===== config.mk =====
export PLATFORM = sky130hd
export DESIGN_NAME = ook_pulse_width_frame_encoder
export DESIGN_NICKNAME = d
export VERILOG_FILES = /design/src/sv/ookpw_pkg.sv /design/src/sv/ookpw_ram.sv /design/src/sv/ookpw_cfg.sv /design/src/sv/ookpw_core.sv /design/src/sv/ook_pulse_width_frame_encoder.sv
export SDC_FILE = /design/constraint.sdc
export NUM_CORES = 1
export LEC_CHECK = 0
export BUFFER_PORTS_ARGS = -buffer_cell sky130_fd_sc_hd__buf_2
export CAP_MARGIN = 10
export CORE_MARGIN = 2
export CORE_UTILIZATION = 40
export DETAILED_ROUTE_END_ITERATION = 8
export RECOVER_POWER = 25
export SLEW_MARGIN = 20
export SYNTH_ARGS = -nofsm -noshare
export SYNTH_HDL_FRONTEND = slang
export SYNTH_SLANG_ARGS = --single-unit

===== constraint.sdc =====
create_clock -name i_clk -period 13.9 [get_ports i_clk]
set_input_delay 1.39 -clock i_clk [delete_from_list [all_inputs] [get_ports i_clk]]
set_output_delay 1.39 -clock i_clk [all_outputs]
set_load 0.01 [all_outputs]

===== src/sv/ookpw_pkg.sv =====
`timescale 1ns / 1ps
// ----------------------------------------------------------------------------
// ookpw_pkg
// Shared types, codes and reset values of the OOK pulse-width frame encoder.
// ----------------------------------------------------------------------------
package ookpw_pkg;

    localparam int C_MAX_BYTES = 16;

    localparam logic [15:0] C_ZERO_HALF_RST = 16'd400;
    localparam logic [15:0] C_ONE_HALF_RST  = 16'd600;
    localparam logic [19:0] C_GAP_RST       = 20'd10000;
    localparam logic [7:0]  C_REPEAT_RST    = 8'd10;
    localparam logic [5:0]  C_PREAMBLE_RST  = 6'd24;
    localparam logic        C_APPEND_RST    = 1'b0;
    localparam logic [7:0]  C_OFFSET_RST    = 8'd6;

    localparam int CFG_IDX_W  = 3;
    localparam int CFG_DATA_W = 20;

    typedef enum logic [1:0] {
        ACT_LOAD  = 2'd0,
        ACT_START = 2'd1,
        ACT_TICK  = 2'd2
    } t_action;

    typedef enum logic [CFG_IDX_W-1:0] {
        CFG_ZERO_HALF = 3'd0,
        CFG_ONE_HALF  = 3'd1,
        CFG_GAP       = 3'd2,
        CFG_REPEAT    = 3'd3,
        CFG_PREAMBLE  = 3'd4,
        CFG_APPEND    = 3'd5,
        CFG_OFFSET    = 3'd6
    } t_cfg_idx;

    typedef enum logic [6:0] {
        PH_IDLE   = 7'b0000001,
        PH_PRE    = 7'b0000010,
        PH_SYNC   = 7'b0000100,
        PH_DATA   = 7'b0001000,
        PH_PARITY = 7'b0010000,
        PH_TRAIL  = 7'b0100000,
        PH_GAP    = 7'b1000000
    } t_phase;

    typedef struct packed {
        logic [15:0] zero_half;
        logic [15:0] one_half;
        logic [19:0] gap;
        logic [7:0]  repeat_cnt;
        logic [5:0]  preamble;
        logic        append_cksum;
        logic [7:0]  cksum_offset;
    } t_cfg;

    typedef struct packed {
        logic pin_level;
        logic busy_res;
        logic frame_done;
        logic load_rejected;
    } t_res;

endpackage


===== src/sv/ookpw_ram.sv =====
`timescale 1ns / 1ps
// ----------------------------------------------------------------------------
// ookpw_ram
// Generic single-write, single-read RAM with registered read data.
// ----------------------------------------------------------------------------
module ookpw_ram #(
    parameter int WIDTH = 8,
    parameter int DEPTH = 16,
    localparam int AW = (DEPTH > 1) ? $clog2(DEPTH) : 1
) (
    input  logic             i_clk,
    input  logic             i_we,
    input  logic [AW-1:0]    i_waddr,
    input  logic [WIDTH-1:0] i_wdata,
    input  logic [AW-1:0]    i_raddr,
    output logic [WIDTH-1:0] o_rdata
);

    logic [WIDTH-1:0] r_mem [DEPTH];
    logic [WIDTH-1:0] r_rdata;

    always_ff @(posedge i_clk) begin
        if (i_we) begin
            r_mem[i_waddr] <= i_wdata;
        end
        r_rdata <= r_mem[i_raddr];
    end

    assign o_rdata = r_rdata;

endmodule


===== src/sv/ookpw_cfg.sv =====
`timescale 1ns / 1ps
// ----------------------------------------------------------------------------
// ookpw_cfg
// Configuration register file: timing, repeat and checksum settings.
// ----------------------------------------------------------------------------
module ookpw_cfg
    import ookpw_pkg::*;
(
    input  logic                  i_clk,
    input  logic                  i_rst_n,
    input  logic                  i_cfg_wr_en,
    input  logic [CFG_IDX_W-1:0]  i_cfg_idx,
    input  logic [CFG_DATA_W-1:0] i_cfg_data,
    output t_cfg                  o_cfg
);

    t_cfg r_cfg;
    t_cfg n_cfg;

    always_comb begin
        n_cfg = r_cfg;
        if (i_cfg_wr_en) begin
            case (i_cfg_idx)
                CFG_ZERO_HALF: n_cfg.zero_half    = i_cfg_data[15:0];
                CFG_ONE_HALF:  n_cfg.one_half     = i_cfg_data[15:0];
                CFG_GAP:       n_cfg.gap          = i_cfg_data[19:0];
                CFG_REPEAT:    n_cfg.repeat_cnt   = i_cfg_data[7:0];
                CFG_PREAMBLE:  n_cfg.preamble     = i_cfg_data[5:0];
                CFG_APPEND:    n_cfg.append_cksum = i_cfg_data[0];
                CFG_OFFSET:    n_cfg.cksum_offset = i_cfg_data[7:0];
                default: ;
            endcase
        end
    end

    always_ff @(posedge i_clk) begin
        if (!i_rst_n) begin
            r_cfg.zero_half    <= C_ZERO_HALF_RST;
            r_cfg.one_half     <= C_ONE_HALF_RST;
            r_cfg.gap          <= C_GAP_RST;
            r_cfg.repeat_cnt   <= C_REPEAT_RST;
            r_cfg.preamble     <= C_PREAMBLE_RST;
            r_cfg.append_cksum <= C_APPEND_RST;
            r_cfg.cksum_offset <= C_OFFSET_RST;
        end else begin
            r_cfg <= n_cfg;
        end
    end

    assign o_cfg = r_cfg;

endmodule


===== src/sv/ookpw_core.sv =====
`timescale 1ns / 1ps
// ----------------------------------------------------------------------------
// ookpw_core
// Frame sequencer: byte buffer, bit/phase counters and pin level per request.
// ----------------------------------------------------------------------------
module ookpw_core
    import ookpw_pkg::*;
#(
    parameter int MAX_BYTES = C_MAX_BYTES
) (
    input  logic       i_clk,
    input  logic       i_rst_n,
    input  logic       i_go,
    input  logic [1:0] i_action,
    input  logic [7:0] i_data_byte,
    input  t_cfg       i_cfg,
    output t_res       o_res
);

    localparam int IW = $clog2(MAX_BYTES + 2);
    localparam int AW = (MAX_BYTES > 1) ? $clog2(MAX_BYTES) : 1;

    function automatic logic [19:0] f_half(input logic b, input t_cfg c);
        logic [15:0] h;
        h = b ? c.one_half : c.zero_half;
        return (h == 16'd0) ? 20'd1 : {4'd0, h};
    endfunction

    t_phase        r_phase, n_phase;
    logic [5:0]    r_bit_cnt, n_bit_cnt;
    logic [IW-1:0] r_byte_idx, n_byte_idx;
    logic [IW-1:0] r_byte_cnt, n_byte_cnt;
    logic [7:0]    r_byte_sum, n_byte_sum;
    logic          r_second, n_second;
    logic [19:0]   r_tick_left, n_tick_left;
    logic [7:0]    r_rep_left, n_rep_left;
    logic          r_parity, n_parity;
    logic          r_cur_bit, n_cur_bit;
    logic [7:0]    r_cur_byte, n_cur_byte;
    logic          r_cur_ck, n_cur_ck;

    logic [7:0]    w_rdata;
    logic [7:0]    w_cksum;
    logic [7:0]    w_cur_val;
    logic [7:0]    w_start_val;
    logic [IW-1:0] w_fetch_idx;
    logic [IW-1:0] w_start_idx;
    logic [IW-1:0] w_total;
    logic [19:0]   w_tl;
    logic [5:0]    w_bc_dec;
    logic          w_we;
    logic          w_rej;
    logic          w_done;
    logic          w_end_rep;
    logic          w_begin_rep;
    logic          w_start;
    logic          w_bit_go;
    t_phase        w_bit_ph;
    logic          w_bit_val;
    logic          w_stored;
    logic          w_pin;

    // Prefetch: next byte index while a byte is going out, else current index.
    assign w_fetch_idx = (r_phase inside {PH_DATA, PH_PARITY}) ? r_byte_idx + IW'(1)
                                                                : r_byte_idx;

    ookpw_ram #(
        .WIDTH (8),
        .DEPTH (MAX_BYTES)
    ) u_store (
        .i_clk   (i_clk),
        .i_we    (w_we),
        .i_waddr (r_byte_cnt[AW-1:0]),
        .i_wdata (i_data_byte),
        .i_raddr (w_fetch_idx[AW-1:0]),
        .o_rdata (w_rdata)
    );

    assign w_cksum   = r_byte_sum + i_cfg.cksum_offset;
    assign w_cur_val = r_cur_ck ? w_cksum : r_cur_byte;
    assign w_total   = r_byte_cnt + IW'(i_cfg.append_cksum);
    assign w_bc_dec  = r_bit_cnt - 6'd1;

    always_comb begin
        n_phase     = r_phase;
        n_bit_cnt   = r_bit_cnt;
        n_byte_idx  = r_byte_idx;
        n_byte_cnt  = r_byte_cnt;
        n_byte_sum  = r_byte_sum;
        n_second    = r_second;
        n_tick_left = r_tick_left;
        n_rep_left  = r_rep_left;
        n_parity    = r_parity;
        n_cur_bit   = r_cur_bit;
        n_cur_byte  = r_cur_byte;
        n_cur_ck    = r_cur_ck;
        w_we        = 1'b0;
        w_rej       = 1'b0;
        w_done      = 1'b0;
        w_end_rep   = 1'b0;
        w_begin_rep = 1'b0;
        w_start     = 1'b0;
        w_start_idx = r_byte_idx;
        w_bit_go    = 1'b0;
        w_bit_ph    = r_phase;
        w_bit_val   = 1'b0;
        w_tl        = r_tick_left;
        w_stored    = 1'b0;
        w_start_val = w_rdata;

        case (i_action)
            ACT_LOAD: begin
                if (r_phase != PH_IDLE || r_byte_cnt >= IW'(MAX_BYTES)) begin
                    w_rej = 1'b1;
                end else begin
                    w_we       = i_go;
                    n_byte_cnt = r_byte_cnt + IW'(1);
                    n_byte_sum = r_byte_sum + i_data_byte;
                end
            end
            ACT_START: begin
                if (r_phase == PH_IDLE) begin
                    n_rep_left  = (i_cfg.repeat_cnt == 8'd0) ? 8'd1 : i_cfg.repeat_cnt;
                    w_begin_rep = 1'b1;
                end
            end
            ACT_TICK: begin
                if (r_phase != PH_IDLE) begin
                    w_tl        = (r_tick_left != 20'd0) ? r_tick_left - 20'd1 : 20'd0;
                    n_tick_left = w_tl;
                    if (w_tl == 20'd0) begin
                        if (r_phase == PH_GAP) begin
                            w_end_rep = 1'b1;
                        end else if (!r_second) begin
                            n_second    = 1'b1;
                            n_tick_left = f_half(r_cur_bit, i_cfg);
                        end else begin
                            case (r_phase)
                                PH_PRE: begin
                                    n_bit_cnt = w_bc_dec;
                                    w_bit_go  = 1'b1;
                                    if (w_bc_dec != 6'd0) begin
                                        w_bit_ph  = PH_PRE;
                                        w_bit_val = 1'b0;
                                    end else begin
                                        w_bit_ph  = PH_SYNC;
                                        w_bit_val = 1'b1;
                                    end
                                end
                                PH_SYNC: begin
                                    w_start = 1'b1;
                                end
                                PH_DATA: begin
                                    n_parity = r_parity ^ r_cur_bit;
                                    w_bit_go = 1'b1;
                                    if (r_bit_cnt != 6'd0) begin
                                        n_bit_cnt = w_bc_dec;
                                        w_bit_ph  = PH_DATA;
                                        w_bit_val = w_cur_val[w_bc_dec[2:0]];
                                    end else begin
                                        w_bit_ph  = PH_PARITY;
                                        w_bit_val = r_parity ^ r_cur_bit;
                                    end
                                end
                                PH_PARITY: begin
                                    n_byte_idx  = r_byte_idx + IW'(1);
                                    w_start_idx = r_byte_idx + IW'(1);
                                    w_start     = 1'b1;
                                end
                                default: begin
                                    if (i_cfg.gap != 20'd0) begin
                                        n_phase     = PH_GAP;
                                        n_second    = 1'b0;
                                        n_tick_left = i_cfg.gap;
                                    end else begin
                                        w_end_rep = 1'b1;
                                    end
                                end
                            endcase
                        end
                    end
                end
            end
            default: ;
        endcase

        if (w_end_rep) begin
            n_rep_left = r_rep_left - 8'd1;
            if (n_rep_left == 8'd0) begin
                n_phase     = PH_IDLE;
                n_second    = 1'b0;
                n_tick_left = 20'd0;
                n_bit_cnt   = 6'd0;
                n_byte_idx  = '0;
                n_parity    = 1'b0;
                n_cur_bit   = 1'b0;
                n_byte_cnt  = '0;
                n_byte_sum  = 8'd0;
                w_done      = 1'b1;
            end else begin
                w_begin_rep = 1'b1;
            end
        end

        if (w_begin_rep) begin
            n_byte_idx = '0;
            w_bit_go   = 1'b1;
            if (i_cfg.preamble != 6'd0) begin
                n_bit_cnt = i_cfg.preamble;
                w_bit_ph  = PH_PRE;
                w_bit_val = 1'b0;
            end else begin
                w_bit_ph  = PH_SYNC;
                w_bit_val = 1'b1;
            end
        end

        if (w_start) begin
            w_bit_go = 1'b1;
            if (w_start_idx < w_total) begin
                w_stored    = (w_start_idx < r_byte_cnt);
                w_start_val = w_stored ? w_rdata : w_cksum;
                n_bit_cnt   = 6'd7;
                n_parity    = 1'b0;
                n_cur_byte  = w_rdata;
                n_cur_ck    = !w_stored;
                w_bit_ph    = PH_DATA;
                w_bit_val   = w_start_val[7];
            end else begin
                w_bit_ph  = PH_TRAIL;
                w_bit_val = 1'b0;
            end
        end

        if (w_bit_go) begin
            n_phase     = w_bit_ph;
            n_cur_bit   = w_bit_val;
            n_second    = 1'b0;
            n_tick_left = f_half(w_bit_val, i_cfg);
        end
    end

    // Tick: level driven during the tick; other actions: level after the update.
    always_comb begin
        if (i_action == ACT_TICK) begin
            w_pin = !(r_phase inside {PH_IDLE, PH_GAP}) && !r_second;
        end else begin
            w_pin = !(n_phase inside {PH_IDLE, PH_GAP}) && !n_second;
        end
    end

    assign o_res.pin_level     = w_pin;
    assign o_res.busy_res      = (n_phase != PH_IDLE);
    assign o_res.frame_done    = w_done;
    assign o_res.load_rejected = w_rej;

    always_ff @(posedge i_clk) begin
        if (!i_rst_n) begin
            r_phase     <= PH_IDLE;
            r_bit_cnt   <= 6'd0;
            r_byte_idx  <= '0;
            r_byte_cnt  <= '0;
            r_byte_sum  <= 8'd0;
            r_second    <= 1'b0;
            r_tick_left <= 20'd0;
            r_rep_left  <= 8'd0;
            r_parity    <= 1'b0;
            r_cur_bit   <= 1'b0;
            r_cur_ck    <= 1'b0;
        end else if (i_go) begin
            r_phase     <= n_phase;
            r_bit_cnt   <= n_bit_cnt;
            r_byte_idx  <= n_byte_idx;
            r_byte_cnt  <= n_byte_cnt;
            r_byte_sum  <= n_byte_sum;
            r_second    <= n_second;
            r_tick_left <= n_tick_left;
            r_rep_left  <= n_rep_left;
            r_parity    <= n_parity;
            r_cur_bit   <= n_cur_bit;
            r_cur_ck    <= n_cur_ck;
        end
    end

    always_ff @(posedge i_clk) begin
        if (i_go) begin
            r_cur_byte <= n_cur_byte;
        end
    end

    a_done_idle: assert property (@(posedge i_clk) disable iff (!i_rst_n)
        (i_go && o_res.frame_done) |=> (r_phase == PH_IDLE && r_byte_cnt == '0))
        else $error("frame end did not return to idle with empty buffer");

    a_load_idle: assert property (@(posedge i_clk) disable iff (!i_rst_n)
        w_we |-> (r_phase == PH_IDLE && r_byte_cnt < IW'(MAX_BYTES)))
        else $error("buffer written while busy or full");

    a_cnt_range: assert property (@(posedge i_clk) disable iff (!i_rst_n)
        r_byte_cnt <= IW'(MAX_BYTES))
        else $error("byte count beyond capacity");

    a_start: assert property (@(posedge i_clk) disable iff (!i_rst_n)
        (i_go && i_action == ACT_START && r_phase == PH_IDLE)
            |=> (r_phase == PH_PRE || r_phase == PH_SYNC))
        else $error("start did not enter preamble or sync");

    a_idx_range: assert property (@(posedge i_clk) disable iff (!i_rst_n)
        (r_phase == PH_DATA) |-> (r_byte_idx < w_total && r_bit_cnt <= 6'd7))
        else $error("data phase past frame end");

endmodule


===== src/sv/ook_pulse_width_frame_encoder.sv =====
`timescale 1ns / 1ps
// ----------------------------------------------------------------------------
// ook_pulse_width_frame_encoder
// OOK pulse-width frame encoder: byte buffer, repeats, parity and checksum.
// ----------------------------------------------------------------------------
// Channel   Handshake            Payload
// input     i_valid / o_ready    i_action, i_data_byte
// result    o_valid / i_ready    o_pin_level, o_busy_res, o_frame_done,
//                                o_load_rejected
// config    i_cfg_wr_en          i_cfg_idx, i_cfg_data
//
// One request per clock if o_ready; its result is registered the next cycle.
// The sequencer state updates in the accepting cycle from one pass of logic.
// o_ready drops only while a result is held and i_ready is low.
// Synchronous active-low reset clears state and loads register defaults.
// ----------------------------------------------------------------------------
module ook_pulse_width_frame_encoder
    import ookpw_pkg::*;
#(
    parameter int MAX_BYTES = C_MAX_BYTES
) (
    input  logic                  i_clk,
    input  logic                  i_rst_n,
    input  logic                  i_valid,
    output logic                  o_ready,
    input  logic [1:0]            i_action,
    input  logic [7:0]            i_data_byte,
    output logic                  o_valid,
    input  logic                  i_ready,
    output logic                  o_pin_level,
    output logic                  o_busy_res,
    output logic                  o_frame_done,
    output logic                  o_load_rejected,
    input  logic                  i_cfg_wr_en,
    input  logic [CFG_IDX_W-1:0]  i_cfg_idx,
    input  logic [CFG_DATA_W-1:0] i_cfg_data
);

    t_cfg w_cfg;
    t_res w_res;
    t_res r_res;
    logic r_out_valid;
    logic w_go;

    assign o_ready = !r_out_valid || i_ready;
    assign w_go    = i_valid && o_ready;

    ookpw_cfg u_cfg (
        .i_clk       (i_clk),
        .i_rst_n     (i_rst_n),
        .i_cfg_wr_en (i_cfg_wr_en),
        .i_cfg_idx   (i_cfg_idx),
        .i_cfg_data  (i_cfg_data),
        .o_cfg       (w_cfg)
    );

    ookpw_core #(
        .MAX_BYTES (MAX_BYTES)
    ) u_core (
        .i_clk       (i_clk),
        .i_rst_n     (i_rst_n),
        .i_go        (w_go),
        .i_action    (i_action),
        .i_data_byte (i_data_byte),
        .i_cfg       (w_cfg),
        .o_res       (w_res)
    );

    always_ff @(posedge i_clk) begin
        if (!i_rst_n) begin
            r_out_valid <= 1'b0;
        end else if (w_go) begin
            r_out_valid <= 1'b1;
        end else if (i_ready) begin
            r_out_valid <= 1'b0;
        end
    end

    always_ff @(posedge i_clk) begin
        if (w_go) begin
            r_res <= w_res;
        end
    end

    assign o_valid         = r_out_valid;
    assign o_pin_level     = r_res.pin_level;
    assign o_busy_res      = r_res.busy_res;
    assign o_frame_done    = r_res.frame_done;
    assign o_load_rejected = r_res.load_rejected;

endmodule

; ---- Yosys cells after proc, flatten, opt, wreduce, memory -nomap -nowiden
; Memories as Yosys holds them, arrays and structs flattened. A register that Yosys moved wholly into a read port is not among the register bits.
; Cells that the tools add are included.
[totals]
output_inout_bits = 6
ff_bits = 151
in_bits = 38
mem_count = 1
ram_bits = 128
[memory_table]
columns = memory, words, word_bits, read_ports, rd_clocked_by_memory_dff, write_ports, line_no
row1 = u_core.u_store.r_mem, 16, 8, 1, 1, 1, ookpw_ram.sv:19  ; logic [WIDTH-1:0] r_mem [DEPTH];
[classes]
n_lt_le_gt_ge = 4
add_sub_neg = 8
n_mux = 144
bitwise = 1
eq_ne = 18
n_reduce_logical = 44
[ops]
columns = op, n
row1 = 2-to-1 mux 20 bit, 11
row2 = 2-to-1 mux 7 bit, 17
row3 = 2-to-1 mux 8 bit, 10
row4 = 2-to-1 mux 6 bit, 13
row5 = 2-to-1 mux 5 bit, 14
row6 = 2-to-1 mux 1 bit, 68
row7 = 2-to-1 mux 16 bit, 4
row8 = nonzero test 20 bit, 2
row9 = zero test 16 bit, 2
row10 = zero test 20 bit, 1
row11 = "subtractor 20 x 1 -> 20 bit, second input constant", 1
row12 = nonzero test 6 bit, 3
row13 = adder 8 bit, 2
row14 = zero test 8 bit, 2
row15 = nonzero test 2 bit, 8
row16 = "equality test 7 x 1 -> 1 bit, second input constant", 2
row17 = "equality test 7 bit, second input constant", 2
row18 = "inequality test 7 x 1 -> 1 bit, second input constant", 2
row19 = one-hot mux 7 bit (2 select lines), 1
row20 = AND reduction 2 bit, 7
row21 = one-hot mux 6 bit (2 select lines), 1
row22 = "adder 5 x 1 -> 5 bit, second input constant", 2
row23 = less-than comparator 5 bit, 2
row24 = "equality test 3 bit, second input constant", 3
row25 = other kinds (26), 39

; ---- Depth between registers and ports, before layout
[depth]
ltp_word = 17
ltp_mapped = 24

; ---- Hierarchy
; From an unflattened synthesis, not the netlist that was laid out.
[hier_totals]
hier_cells = 1397
area_unflattened_um2 = 15055.7
[modules_own_cells]
columns = mod, seq_area_each_um2, area_per_inst_um2, n_inst, cells_per_inst
row1 = ookpw_core, 1501.4, 6820.3, 1, 875
row2 = ookpw_ram, 4003.8, 5147.4, 1, 229
row3 = ookpw_cfg, 1501.4, 2910.3, 1, 284
row4 = ook_pulse_width_frame_encoder, 140.1, 177.7, 1, 9

; ---- Worst setup path before layout
; No wires, ideal clock.
[synth_path]
path_kind = input to register
start = input port i_action[1]
end = register u_core.r_cur_ck
arrival_time_ps = 5036
path_buffers = 1
path_slack_ps = 8737
setup_time_ps = 128
required_time_ps = 13772
cell_stages = 18
path_cell_list = nor2b_1 -> nand2_1 -> clkbuf_1 -> nor2_1 -> nand4_1 -> nor2_1 -> nand2_1 -> xnor2_1 -> ha_1 -> a21o_1 -> a21o_1 -> a21oi_1 -> nand3_1 -> and3b_1 -> nor3_2 -> nor3_1 -> mux2i_1 -> nor2_1
[synth_via]
elab_chain_cells = 4
elab_cells_between_ends = 7
cone_classes = order compare (2) / eq/ne (1) / mux (2) / reduce/logical (2)
[synth_rtl]
columns = element, line_no
row1 = from (decl), ook_pulse_width_frame_encoder.sv:26  ; input logic [1:0] i_action,
row2 = equality test 2 bit (*), ookpw_core.sv:111  ; case (i_action)
row3 = 2-to-1 mux 5 bit, ookpw_core.sv:111
row4 = less-than comparator 5 bit (on tied branches), "ookpw_core.sv:220, ookpw_core.sv:221"
row5 = AND reduction 3 bit (no line) / zero test 1 bit (equally long branches), n/a
row6 = to (signal assigned), ookpw_core.sv:281  ; r_cur_ck <= n_cur_ck;
row7 = to (decl), ookpw_core.sv:40  ; logic r_cur_ck, n_cur_ck;
; Mark *: on every way between the ends. The rest lies on a longest branch, timed or not.
; A chain may end at the register's enable or synchronous reset.

; ---- Worst setup path after layout
[layout_path]
start = register u_core.r_tick_left[3]
end = register u_core.r_tick_left[0]
[layout_via]
elab_chain_cells = 14
elab_cells_between_ends = 41
cone_classes = add/sub (1) / order compare (2) / mux (35) / reduce/logical (3)
[layout_rtl]
columns = element, line_no
row1 = from (decl), ookpw_core.sv:35  ; logic [19:0] r_tick_left, n_tick_left;
row2 = from (signal assigned), ookpw_core.sv:277  ; r_tick_left <= n_tick_left;
row3 = subtractor 20 x 1 -> 20 bit / nonzero test 20 bit (equally long branches), ookpw_core.sv:129  ; w_tl = (r_tick_left != 20'd0) ? r_tick_left - 20'd1 : 20'd0;
row4 = 2-to-1 mux 20 bit (*), ookpw_core.sv:129
row5 = zero test 20 bit, ookpw_core.sv:131  ; if (w_tl == 20'd0) begin
row6 = 2-to-1 mux 5 bit, ookpw_core.sv:131
row7 = 2-to-1 mux 5 bit, ookpw_core.sv:128  ; if (r_phase != PH_IDLE) begin
row8 = 2-to-1 mux 5 bit, ookpw_core.sv:111
row9 = less-than comparator 5 bit, ookpw_core.sv:221  ; w_stored = (w_start_idx < r_byte_cnt);
row10 = 2-to-1 mux 8 bit, ookpw_core.sv:222  ; w_start_val = w_stored ? w_rdata : w_cksum;
row11 = 2-to-1 mux 1 bit, ookpw_core.sv:220  ; if (w_start_idx < w_total) begin
row12 = 2-to-1 mux 1 bit, ookpw_core.sv:218  ; if (w_start) begin
row13 = 2-to-1 mux 16 bit, ookpw_core.sv:25  ; h = b ? c.one_half : c.zero_half;
row14 = zero test 16 bit, ookpw_core.sv:26  ; return (h == 16'd0) ? 20'd1 : {4'd0, h};
row15 = 2-to-1 mux 16 bit, ookpw_core.sv:26
row16 = 2-to-1 mux 20 bit (*), ookpw_core.sv:235  ; if (w_bit_go) begin
; Marked as above.

==> results.cfg <==
[min_path]
hold_class = flip-flop to flip-flop
worstHoldPathCells = 0

[grt]
grt_pass1_wl_mm = 63.1
track_usage_pct = 21.2
grt_pass1_vias = 10726
grt.overflow.total = 0
grt_max_degree = 61
antenna_found_initial = 1

[cts]
cts-root-buf = clkbuf_16
cts_setup_buffers = 0
cts_tree = done
cts_hold_buf = 0
cts.htree.levels = 1
path_clk_slew_ns = 0.06
cts_max_path_buffers = 3
clk_latency_ns = 0.59
cts_resized = 0
clock_sink_count = 287
cts-buffers-inserted = 31

[pwr]
p_comb_share_pct = 8.8
switching_share_pct = 24.7
seqPwrFrac_pct = 46.5
irDropWorstVdd_mv = 0.103
clock_power_share_pct = 44.8
p_int_uw = 1480
cellPowerDensity_mw_per_mm2 = 122
p_leak_uw = 0.00568
switching_power_uw = 486

[sta]
grt_setup_unrepaired = no
tightest_slew_ns = 1.06
slew_headroom_pct = 29.0
skew_ns = 0.0164
period_minus_slack_ns = 6.14
setup-tns-final_ns = 0
setup_violations = 0
holdWs_ns = 0.413
maxClockFrequency_mhz = 163
hold_violations = 0
drv_slew = 0
final.period_utilization_pct = 44.2

[detailed_routing]
first_iter_violations = 912
avgRoutedWirePerCell_um = 20.8
vias_per_cell = 5.78
vias = 11184
drt_first_pass_iters = 5
wirelength_mm = 40.2
drc = 0
drtAntennaViolNets = 0

[logic_synthesis]
synth.distinct_cells = 77
syn-instance-count = 1438
synth-seq-area-share_pct = 49.6
syn_area_per_cell_sq_um = 10.0
ys_ff_latch = 287
async_flop_share_pct = 0
netlist_area_sq_mm = 0.0144
syn_nets = 1513
synth_flop_cell = dfxtp_1
yosys_warnings = 0
synth_edf_count = 140

[outcome]
status = complete, no violations

[placement]
hpwlAfterDp_mm = 28.1
io_buffers = 43
gp_routability_congestion = 0.884

[worst_setup_path]
slowest_stage = a221oi_4
critPathCaptureType = flip-flop
path_buf_inv = 0
cp.required_ns = 14.36
crit_path_max_incr_delay_ns = 0.76
ff2ff_path_depth = 20
crit_type = flip-flop to flip-flop
crit_arrival_ns = 6.60
crit_chain = nor4_4 > nand3_1 > o31a_1 > nor4_4 > a31o_4 > nand4_1 > nor2_1 > nand2_1 > xnor2_1 > ha_1 > a21o_1 > a21o_1 > a21oi_1 > nand3_1 > and3b_1 > nor3_2 > nor2_1 > a221oi_4 > nor3b_1 > o31ai_1
critPathTopFamily = simple AND/OR/NAND/NOR gates
crit_cells = 20
cp_max_fo = 15
start_kind = flip-flop

[cells_and_area]
final_nets = 1526
area_delta_synth_final_pct = 11.8
num_antenna_cells = 0
drive_above_1_share_pct = 12.4

[floorplanning]
num_rows = 69
fp.coreArea_sq_mm = 0.0356
dieHeight_um = 194
dieArea_sq_mm = 0.0376
start_util_pct = 40.5
die_w_um = 194
top_level_ports = 44

[job]
drv_cap = 0
-- area by class of cell --
cell class | instances | area, sq um
clock buffers | 34 | 797
clock inverters | 21 | 282
flip-flops and latches | 287 | 7150
well taps | 461 | 577
multi-input cells | 1044 | 6890
repair buffers | 58 | 319
fillers | 3355 | 19400
inverters | 29 | 110
-- power by group through the flow --
stage	Combinational (uW)	Clock [uW]	Sequential (uW)
4_1_cts	172	899	915
6_report	173	882	916
2_1_floorplan	122	0	925
3_5_place_dp	171	0	934
3_3_place_gp	170	0	934
5_1_grt	191	933	917
-- layer usage --
| metal | global-route usage (%) | wire (um) | vias to the layer above |
|---|---|---|---|
| met5 | 0 | 0 | - |
| met4 | 5.61 | 803 | 0 |
| met3 | 3.58 | 2530 | 50 |
| met2 | 32.3 | 17600 | 338 |
| met1 | 31.3 | 19200 | 5465 |
| li1 | - | - | 5331 |
-- layout by cell type, fill, tap and decap left out, types with 23 or more instances in the layout --
cell type and n:
inv_1 28, mux4_2 42, nand2_1 225, nand3_1 55, ha_1 35, nor2_1 119
xnor2_1 23, a21oi_1 128, edfxtp_1 140, dfxtp_1 147, buf_2 36, nor3_1 47
mux2i_1 23, clkbuf_16 31, o21ai_0 54
-- cell usage after synthesis (24+ instances only) --
| cell type | count | area share [%] |
|---|---|---|
| o21ai_0 | 54 | 1.9 |
| clkbuf_1 | 59 | 1.5 |
| nand3_1 | 55 | 1.9 |
| nor3_1 | 49 | 1.7 |
| nor2_1 | 119 | 3.1 |
| xnor2_1 | 25 | 1.5 |
| mux2i_1 | 24 | 1.7 |
| dfxtp_1 | 147 | 20 |
| mux4_2 | 42 | 6.6 |
| nand2_1 | 225 | 5.9 |
| a21oi_1 | 128 | 4.4 |
| edfxtp_1 | 140 | 29 |
| inv_1 | 29 | 0.75 |
| ha_1 | 35 | 3.0 |
-- final timing paths --
check	endpoint	startpoint	slack, ns
hold reg to reg	u_core.r_cur_byte[3]$_DFFE_PP_	u_core.u_store.o_rdata[3]$_DFF_P_	0.41
setup / recovery	u_core.r_tick_left[0]$_SDFFE_PN0P_	u_core.r_tick_left[3]$_SDFFE_PN0P_	7.76
setup reg to reg	u_core.r_tick_left[0]$_SDFFE_PN0P_	u_core.r_tick_left[3]$_SDFFE_PN0P_	7.76
hold / removal	u_core.r_cur_byte[3]$_DFFE_PP_	u_core.u_store.o_rdata[3]$_DFF_P_	0.41
-- worst reg2reg max path, cell delays in order (launching register included) --
cell	delay (ns)
dfxtp_1	0.40
nor4_4	0.55
nand3_1	0.48
o31a_1	0.43
nor4_4	0.41
a31o_4	0.26
nand4_1	0.31
nor2_1	0.34
nand2_1	0.15
xnor2_1	0.17
ha_1	0.31
a21o_1	0.12
a21o_1	0.11
a21oi_1	0.08
nand3_1	0.08
and3b_1	0.18
nor3_2	0.34
nor2_1	0.16
a221oi_4	0.76
nor3b_1	0.30
o31ai_1	0.08
-- per-stage QoR --
| stage | area (sq um) | total power (uW) | util [%] | worst slack, ns | std cells |
|---|---|---|---|---|---|
| after global placement | 15000 | 1100 | 42.3 | 8.03 | 1879 |
| after global routing | 16100 | 2040 | 45.3 | 7.24 | 1934 |
| after detailed placement | 15000 | 1100 | 42.3 | 7.83 | 1879 |
| after CTS | 16100 | 1990 | 45.3 | 7.84 | 1934 |
| after floorplan | 14400 | 1050 | - | 8.74 | 1438 |
| final | 16100 | 1970 | 45.3 | 7.76 | 1934 |
-- cell families (layout without fill, tap and decap cells) --
family	count (synthesis)	count (layout)	share of synthesized area [%]
buf+inv	107	142	2.97
compound gates	313	313	13.5
simple gates	573	573	18.9
mux	76	76	9.01
flops	287	287	49.6
xor+xnor	45	45	2.73
fa+ha+maj	37	37	3.32
-- sequential cells by signal (all words and copies together) (netlist names), 5 cells and up --
register                flops
u_core.r_rep_left           8
u_core.u_store.r_mem      128
u_core.r_byte_cnt           5
u_core.r_byte_idx           5
u_core.r_cur_byte           8
u_core.r_phase              7
u_core.u_store.o_rdata      8
u_core.r_bit_cnt            6
u_cfg.o_cfg                75
u_core.r_tick_left         20
u_core.r_byte_sum           8
Note: power is estimated with default switching activity, not from simulation.
